File: config.mk
export PLATFORM = sky130hd
export DESIGN_NAME = best_fit_two_key_table_unit
export DESIGN_NICKNAME = d
export VERILOG_FILES = /design/src/design/bft_pkg.sv /design/src/design/best_fit_two_key_table_unit.sv
export SDC_FILE = /design/constraint.sdc
export NUM_CORES = 1
export LEC_CHECK = 0
export BUFFER_PORTS_ARGS = -buffer_cell sky130_fd_sc_hd__buf_4
export CORE_MARGIN = 2
export CORE_UTILIZATION = 45
export CTS_BUF_LIST = sky130_fd_sc_hd__clkbuf_2
export DETAILED_ROUTE_END_ITERATION = 16
export HOLD_SLACK_MARGIN = 0.06
export SLEW_MARGIN = 15
export SYNTH_ARGS = -nofsm -noshare
export SYNTH_HDL_FRONTEND = slang
export SYNTH_SLANG_ARGS = --single-unit
File: constraint.sdc
create_clock -name clk_i -period 8 [get_ports clk_i]
set_input_delay 1.6 -clock clk_i [delete_from_list [all_inputs] [get_ports clk_i]]
set_output_delay 1.6 -clock clk_i [all_outputs]
set_load 0.01 [all_outputs]
File: src/design/bft_pkg.sv
package bft_pkg;

  localparam int CAPACITY = 16;
  localparam int KEY_W    = 32;
  localparam int ENTRY_W  = 2 * KEY_W;
  localparam int CMD_W    = 2;
  localparam int STATUS_W = 2;
  localparam int SERIAL_W = 4;
  localparam int IDX_W    = (CAPACITY > 1) ? $clog2(CAPACITY) : 1;
  localparam int CNT_W    = $clog2(CAPACITY + 1);

  typedef logic signed [KEY_W-1:0] key_t;
  typedef logic [CMD_W-1:0]        cmd_t;
  typedef logic [STATUS_W-1:0]     status_t;
  typedef logic [SERIAL_W-1:0]     serial_t;
  typedef logic [IDX_W-1:0]        idx_t;
  typedef logic [CNT_W-1:0]        cnt_t;
  typedef logic [ENTRY_W-1:0]      entry_t;

  localparam cmd_t CMD_ADD    = 2'd0;
  localparam cmd_t CMD_QUERY_W = 2'd1;
  localparam cmd_t CMD_QUERY_V = 2'd2;

  localparam status_t ST_ADDED = 2'd0;
  localparam status_t ST_FULL  = 2'd1;
  localparam status_t ST_FOUND = 2'd2;
  localparam status_t ST_NONE  = 2'd3;

  localparam key_t KEY_MAX = {1'b0, {(KEY_W-1){1'b1}}};

  typedef enum logic [1:0] {
    FSM_IDLE,
    FSM_SCAN,
    FSM_EMIT
  } state_e;

endpackage

File: src/design/best_fit_two_key_table_unit.sv
// best fit table: stores up to CAPACITY entries of two signed keys each
// (weight, volume) and answers best-fit queries on either key.
// input channel (in_valid_i/in_ready_o) carries one request: cmd_i selects
// add, query by weight or query by volume; weight_i/volume_i are the keys to
// add, threshold_i the lower bound of a query.
// output channel (out_valid_o/out_ready_i) returns one result per request:
// status_o (added, full, found, not found) and serial_o (slot index or 0).
// an add, also on a full table, an unused command and a query on an empty
// table go straight to the result state; a query scans the stored entries,
// one entry read from the key memory and compared per cycle.
// one request is worked on at a time; the next is taken once the previous
// result sits in the output register, so a stalled receiver holds at most
// one finished result plus one request in progress.
// reset empties the table (entry count to zero) and drops any pending
// result; stored key memory is not cleared and needs no clearing pass.
module best_fit_two_key_table_unit (
  input  logic              clk_i,
  input  logic              rst_ni,
  input  logic              in_valid_i,
  output logic              in_ready_o,
  input  bft_pkg::cmd_t     cmd_i,
  input  bft_pkg::key_t     weight_i,
  input  bft_pkg::key_t     volume_i,
  input  bft_pkg::key_t     threshold_i,
  output logic              out_valid_o,
  input  logic              out_ready_i,
  output bft_pkg::status_t  status_o,
  output bft_pkg::serial_t  serial_o
);
  import bft_pkg::*;

  entry_t  mem_q [CAPACITY];
  entry_t  rd_data_q;
  idx_t    rd_addr;
  logic    wr_en;

  state_e  state_q, state_d;
  cnt_t    cnt_q, cnt_d;
  idx_t    idx_q, idx_d;
  logic    sel_vol_q, sel_vol_d;
  key_t    thr_q, thr_d;
  key_t    best_q, best_d;
  idx_t    best_idx_q, best_idx_d;
  logic    found_q, found_d;
  status_t res_status_q, res_status_d;
  serial_t res_serial_q, res_serial_d;
  logic    out_valid_q, out_valid_d;
  status_t out_status_q, out_status_d;
  serial_t out_serial_q, out_serial_d;

  logic    in_acc;
  logic    out_free;
  logic    last;
  logic    hit;
  key_t    cand;

  assign in_acc   = in_valid_i && in_ready_o;
  assign out_free = !out_valid_q || out_ready_i;
  assign last     = (CNT_W'(idx_q) + CNT_W'(1)) == cnt_q;
  assign cand     = sel_vol_q ? key_t'(rd_data_q[KEY_W-1:0])
                              : key_t'(rd_data_q[ENTRY_W-1:KEY_W]);
  // strict less-than keeps the lowest index on equal keys
  assign hit      = (cand >= thr_q) && (cand < best_q);

  // next state
  always_comb begin
    state_d = state_q;
    unique case (state_q)
      FSM_IDLE: begin
        if (in_acc) begin
          if ((cmd_i == CMD_QUERY_W || cmd_i == CMD_QUERY_V) && cnt_q != '0) begin
            state_d = FSM_SCAN;
          end else begin
            state_d = FSM_EMIT;
          end
        end
      end
      FSM_SCAN: begin
        if (last) state_d = FSM_EMIT;
      end
      FSM_EMIT: begin
        if (out_free) state_d = FSM_IDLE;
      end
      default: state_d = FSM_IDLE;
    endcase
  end

  // outputs and datapath
  always_comb begin
    in_ready_o   = 1'b0;
    wr_en        = 1'b0;
    rd_addr      = '0;
    cnt_d        = cnt_q;
    idx_d        = idx_q;
    sel_vol_d    = sel_vol_q;
    thr_d        = thr_q;
    best_d       = best_q;
    best_idx_d   = best_idx_q;
    found_d      = found_q;
    res_status_d = res_status_q;
    res_serial_d = res_serial_q;
    out_valid_d  = out_valid_q && !out_ready_i;
    out_status_d = out_status_q;
    out_serial_d = out_serial_q;
    unique case (state_q)
      FSM_IDLE: begin
        in_ready_o   = 1'b1;
        idx_d        = '0;
        best_d       = KEY_MAX;
        best_idx_d   = '0;
        found_d      = 1'b0;
        thr_d        = threshold_i;
        sel_vol_d    = (cmd_i == CMD_QUERY_V);
        res_status_d = ST_NONE;
        res_serial_d = '0;
        if (in_acc) begin
          case (cmd_i)
            CMD_ADD: begin
              if (cnt_q == CNT_W'(CAPACITY)) begin
                res_status_d = ST_FULL;
              end else begin
                wr_en        = 1'b1;
                cnt_d        = cnt_q + CNT_W'(1);
                res_status_d = ST_ADDED;
                res_serial_d = SERIAL_W'(cnt_q);
              end
            end
            default: ;
          endcase
        end
      end
      FSM_SCAN: begin
        rd_addr = idx_q + IDX_W'(1);
        idx_d   = idx_q + IDX_W'(1);
        if (hit) begin
          best_d     = cand;
          best_idx_d = idx_q;
          found_d    = 1'b1;
        end
        if (last) begin
          if (hit || found_q) begin
            res_status_d = ST_FOUND;
            res_serial_d = hit ? SERIAL_W'(idx_q) : SERIAL_W'(best_idx_q);
          end else begin
            res_status_d = ST_NONE;
            res_serial_d = '0;
          end
        end
      end
      FSM_EMIT: begin
        if (out_free) begin
          out_valid_d  = 1'b1;
          out_status_d = res_status_q;
          out_serial_d = res_serial_q;
        end
      end
      default: ;
    endcase
  end

  // key memory, both keys of one entry in one word
  always_ff @(posedge clk_i) begin
    if (wr_en) mem_q[cnt_q[IDX_W-1:0]] <= {weight_i, volume_i};
    rd_data_q <= mem_q[rd_addr];
  end

  always_ff @(posedge clk_i or negedge rst_ni) begin
    if (!rst_ni) begin
      state_q     <= FSM_IDLE;
      cnt_q       <= '0;
      out_valid_q <= 1'b0;
    end else begin
      state_q     <= state_d;
      cnt_q       <= cnt_d;
      out_valid_q <= out_valid_d;
    end
  end

  always_ff @(posedge clk_i) begin
    idx_q        <= idx_d;
    sel_vol_q    <= sel_vol_d;
    thr_q        <= thr_d;
    best_q       <= best_d;
    best_idx_q   <= best_idx_d;
    found_q      <= found_d;
    res_status_q <= res_status_d;
    res_serial_q <= res_serial_d;
    out_status_q <= out_status_d;
    out_serial_q <= out_serial_d;
  end

  assign out_valid_o = out_valid_q;
  assign status_o    = out_status_q;
  assign serial_o    = out_serial_q;

endmodule

# Word level (Yosys, flattened, before mapping)
# Memory sizes are Yosys's and may differ from the RTL's. A register that Yosys moved wholly into a read port is not among the register bits.
# Index checks and enable logic that the tools add are counted.
# totals
regBits	94
ram_bits	1024
output_inout_bits	8
n_memories	1
# mem_list
memory	words	width	read_ports	rd_ports_with_merged_regs	wr	line	text
mem_q	16	64	1	1	1	best_fit_two_key_table_unit.sv:32	entry_t mem_q [CAPACITY];
# classes
add_sub_neg	3
magnitude_cmp	2
eq_ne	10
mux	35
bitwise	1
n_reduce_logical	18
# op_table
op	count
$mux W32	2
$pmux W32 S2	1
$ge A32 B32 Y1	1
$lt A32 B32 Y1	1
$mux W4	7
$pmux W4 S2	3
$mux W2	7
$mux W1	12
$ne A2 B2 Y1 const B	4
$pmux W2 S3	1
$reduce_and A2 Y1	3
$add A4 B1 Y5 const B	1
$add A5 B1 Y5 const B	1
$eq A5 B5 Y1	1
$eq A5 B5 Y1 const B	1
$reduce_bool A5 Y1	1
$add A4 B1 Y4 const B	1
$eq A2 B1 Y1 const B	2
$eq A2 B2 Y1 const B	2
$logic_and A1 B1 Y1	4
$logic_not A2 Y1	2
$pmux W2 S2	1
$reduce_and A4 Y1	1
$logic_or A1 B1 Y1	3
other kinds (5)	6

# Logic depth before layout (Yosys ltp)
# depth
word_depth	7
mapped_depth	13
depth_no_buf	10

# Worst setup path after synthesis
# No wires, ideal clock.
# synth_timing
path_type	input to register
startpoint	input in_valid_i
endpoint	memory mem_q[7][0] (netlist bit), enable pin
setup_time_ns	0.565
arrival_ns	6.480
required_ns	7.435
slack_ns	0.955
cell_stages	4
n_path_buf	0
path_cell_list	nor2b_1 > and3_1 > nand2_1 > nor3_1
# synth_between
elab_chain_cells	5
# synth_lines
item	line	text
start: declaration	best_fit_two_key_table_unit.sv:19	input logic in_valid_i,
$logic_and A1 B1 Y1	best_fit_two_key_table_unit.sv:57	assign in_acc = in_valid_i && in_ready_o;
$mux W1	best_fit_two_key_table_unit.sv:116	if (in_acc) begin
$mux W1	best_fit_two_key_table_unit.sv:105	unique case (state_q)
$mux W1	best_fit_two_key_table_unit.sv:163	if (wr_en) mem_q[cnt_q[IDX_W-1:0]] <= {weight_i, volume_i};
$mux W1 (implied by the code)	best_fit_two_key_table_unit.sv:163	
end: declaration	best_fit_two_key_table_unit.sv:32	
# No other way between the ends.

# Worst setup path in the final report
# layout_timing
startpoint	register state_q[1]
endpoint	output in_ready_o
# layout_between
elab_chain_cells	2
# layout_lines
item	line	text
start: declaration	best_fit_two_key_table_unit.sv:37	state_e state_q, state_d;
start signal: assignment	best_fit_two_key_table_unit.sv:173	state_q <= state_d;
$logic_not A2 Y1	best_fit_two_key_table_unit.sv:105	
$mux W1	best_fit_two_key_table_unit.sv:105	
end: declaration	best_fit_two_key_table_unit.sv:20	output logic in_ready_o,
# No other way between the ends.

==> qor.txt <==
OUTCOME
---------------------------------------------------------------------------------
Status                                                                  completed

SYNTHESIS
---------------------------------------------------------------------------------
Register bit total from synthesis                                            1182
Post-synth cell types                                                          56
Synthesized area divided by synthesized cell count                      16.5 um^2
Sequential share of the synthesized area                                    74.3%
Cell area after synthesis                                             0.0469 mm^2
Synthesized net count                                                        3012
Synthesized instance count                                                   2840
Number of warnings reported in the yosys synthesis log                          0
Most used flip-flop cell after synthesis                             sky130_fd_sc_hd__edfxtp_1
Count of flip-flops with a built-in enable after synthesis                   1110
Fraction of synthesis flops using an asynchronous set or reset pin         0.677%

SETUP PATH
---------------------------------------------------------------------------------
Launch point of the worst path                                         state_q[1]
Worst Setup Start Kind                                                       flop
Critical path type                                                     reg -> out
Arrival @ worst endpoint                                                  3020 ps
Crit end category                                                      output pin
Launch point of the worst reg-to-reg path                              state_q[1]
Count of cells along the worst register-to-register path                        8
Worst-path fanout max                                                          34
Worst EP required                                                         6400 ps

CTS
---------------------------------------------------------------------------------
Number of levels the H-tree was split into                                      5
Number of clock sinks seen by CTS                                            1182
Clk pin slew, worst setup/hold paths                                       120 ps
Clock latency on the worst-skew pair                                      1490 ps
CTS Root Buffer Type                                                 sky130_fd_sc_hd__clkbuf_2
Max Root-Sink Buffers                                                           4
TritonCTS clock tree                                                        built
TritonCTS Buffers                                                             309

TIMING
---------------------------------------------------------------------------------
Upper clock frequency limit                                               217 MHz
Slew @ Worst Pin                                                          1140 ps
Final setup viols                                                               0
Post-route setup slack                                                    3380 ps
Tightest hold margin                                                       304 ps
Period utilization                                                          57.7%
Sum Neg Setup Slack                                                          0 ps
Final Slew Violations                                                           0
Setup skew after layout                                                    157 ps
Normalized max-slew margin                                                  23.8%
Hold violation total from the final report                                      0
Final worst path period need                                              4620 ps
Unrepaired setup endpoints after global routing                             false

CELLS AND AREA
---------------------------------------------------------------------------------
Syn-to-layout area delta                                                    10.8%
Filler Cells Inserted                                                        8773
Share of layout cells above drive strength 1                                23.0%
Final instance count without filler cells                                    4739
Finished Core Util                                                          50.3%
Post-layout nets                                                             3313
Final standard cell area without fillers                              0.0519 mm^2

ROUTE
---------------------------------------------------------------------------------
Remaining antenna violation count after routing                                 0
Count of unresolved DRC violations after routing                                0
Total number of vias                                                        26505
Routed WL per cell                                                        24.5 um
Final wirelength                                                           116 mm
Average via count per standard cell                                          5.59
Number of detailed-routing iterations run before antenna repair                 5
Number of DRC violations after detailed-routing iteration 0                  2305

FLOORPLANNING
---------------------------------------------------------------------------------
Horizontal die dimension                                                   327 um
Total number of placement rows                                                118
Area of the die                                                        0.107 mm^2
Number of top-level design ports                                              110
Core region area                                                       0.103 mm^2
Initial core utilization                                                    45.3%
Die height                                                                 327 um

PWR
---------------------------------------------------------------------------------
Maximum VDD drop                                                         0.239 mV
Overall power of the completed layout                                     16.5 mW
Power per cell area                                                   317 mW/mm^2
Static Leakage                                                            18.5 nW

GLOBAL ROUTE
---------------------------------------------------------------------------------
GR Util All Layers                                                          21.7%
Number of global-route vias before repair                                   26805
Grt ovf                                                                         0
Initial antenna violation count                                                15
First-pass GRT wire length                                                 170 mm
Largest net degree at the start of global routing                             172

MIN PATH
---------------------------------------------------------------------------------
Worst hold path stage count                                                     1
Class of the tightest hold or removal check                             in -> reg
Hold wc startpoint                                                   threshold_i[30]

PLACEMENT
---------------------------------------------------------------------------------
Total instance count after detailed placement                                4208
Total of buffers placed on input and output ports                             109
Routability cong.                                                           0.827
Dpl ws                                                                    3230 ps
Sum of net half-perimeters after detailed placement                       63.1 mm
Total cell area at the placement stage                                0.0493 mm^2

FLOW RUN
---------------------------------------------------------------------------------
Maximum capacitance violations                                                  0

## cells by family (layout without fill, tap and decap cells)
family | after synthesis | in the layout | share of synthesized area (%)
flops | 1182 | 1182 | 74.3
xor+xnor | 9 | 9 | 0.168
mux | 357 | 357 | 9.42
other cells | 0 | 6 | 0
fa+ha+maj | 70 | 70 | 1.87
buf+inv | 249 | 762 | 2.19
compound gates | 386 | 386 | 6.08
simple gates | 587 | 587 | 5.99
## power by group
part / internal, mW / total, mW / switching, mW
Clock: 1.60 / 3.95 / 2.34
Combinational: 1.77 / 4.76 / 3.00
Sequential: 7.34 / 7.76 / 0.414
## placed cells by master (no fill, tap or decap), types with 9 or more instances in the layout
cell type and count:
sky130_fd_sc_hd__a311oi_1 128, sky130_fd_sc_hd__mux2i_1 261, sky130_fd_sc_hd__a211oi_1 130, sky130_fd_sc_hd__nand2b_1 29, sky130_fd_sc_hd__nand2_1 284, sky130_fd_sc_hd__clkbuf_2 458, sky130_fd_sc_hd__inv_2 9, sky130_fd_sc_hd__nand4_1 12
sky130_fd_sc_hd__nor2b_1 132, sky130_fd_sc_hd__dfxtp_1 64, sky130_fd_sc_hd__nor3_1 67, sky130_fd_sc_hd__mux4_2 64, sky130_fd_sc_hd__nor2_1 17, sky130_fd_sc_hd__clkinv_1 47, sky130_fd_sc_hd__buf_4 153, sky130_fd_sc_hd__ha_1 70
sky130_fd_sc_hd__edfxtp_1 1110, sky130_fd_sc_hd__mux2_2 32, sky130_fd_sc_hd__a21oi_1 87, sky130_fd_sc_hd__inv_1 75
## critical path, cell delays in order, from the launching register on
cell	delay [ps]
sky130_fd_sc_hd__dfrtp_1	500
sky130_fd_sc_hd__nor2_4	810
sky130_fd_sc_hd__buf_4	260
## Yosys cell counts (all sizes together), types with 31 or more instances
library cell	instances	area, um^2
dfxtp	64	1280
nor3	75	375
ha	70	876
clkbuf	118	454
a21oi	89	449
edfxtp	1110	33300
inv	79	297
nand2b	31	194
nand2	285	1070
nor2b	132	826
a211oi	131	988
mux2i	261	2610
mux4	64	1440
buf	52	278
mux2	32	360
a311oi	128	1120
## per-layer routing
metal	vias to the layer above	global-route usage (%)	wire length, um
li1	11863	-	-
met1	13453	28.5	48400
met2	986	34.8	55900
met3	195	5.36	8400
met4	8	8.81	3550
met5	-	0	50
## sequential cells by signal (all words and copies together) (netlist names)
signal / count
state_q: 2
idx_q: 4
rd_data_q: 64
best_q: 32
status_o: 2
sel_vol_q: 1
res_serial_q: 4
mem_q: 1024
res_status_q: 2
found_q: 1
serial_o: 4
thr_q: 32
cnt_q: 5
out_valid_o: 1
best_idx_q: 4
## layout make-up
type	instances	area (um^2)	area share, %
sequential	1182	34800	67.0
antenna	6	15.0	0.0289
clock inverter	65	334	0.643
timing repair buffer	160	1290	2.48
multi-input combinational	1409	11200	21.5
clock buffer	458	2290	4.41
tap	1380	1730	3.32
inverter	79	303	0.583
## timing repair
| item | 4_1_cts | 5_1_grt |
|---|---|---|
| setup buffers | 0 | 0 |
| hold buffers | 1 | 0 |
| endpoints found under the hold margin | 8 | 0 |
| gates resized for setup | 0 | 0 |
## final timing paths
check / end / slack (ps)
setup reg to reg: rd_data_q[7] / 3460
min in group asynchronous: state_q[0] / 550
hold reg to reg: serial_o[2] / 430
setup / recovery: in_ready_o / 3380
max in group asynchronous: cnt_q[3] / 7290
hold / removal: thr_q[30] / 300
No activity file was read; power rests on OpenSTA's default activity.
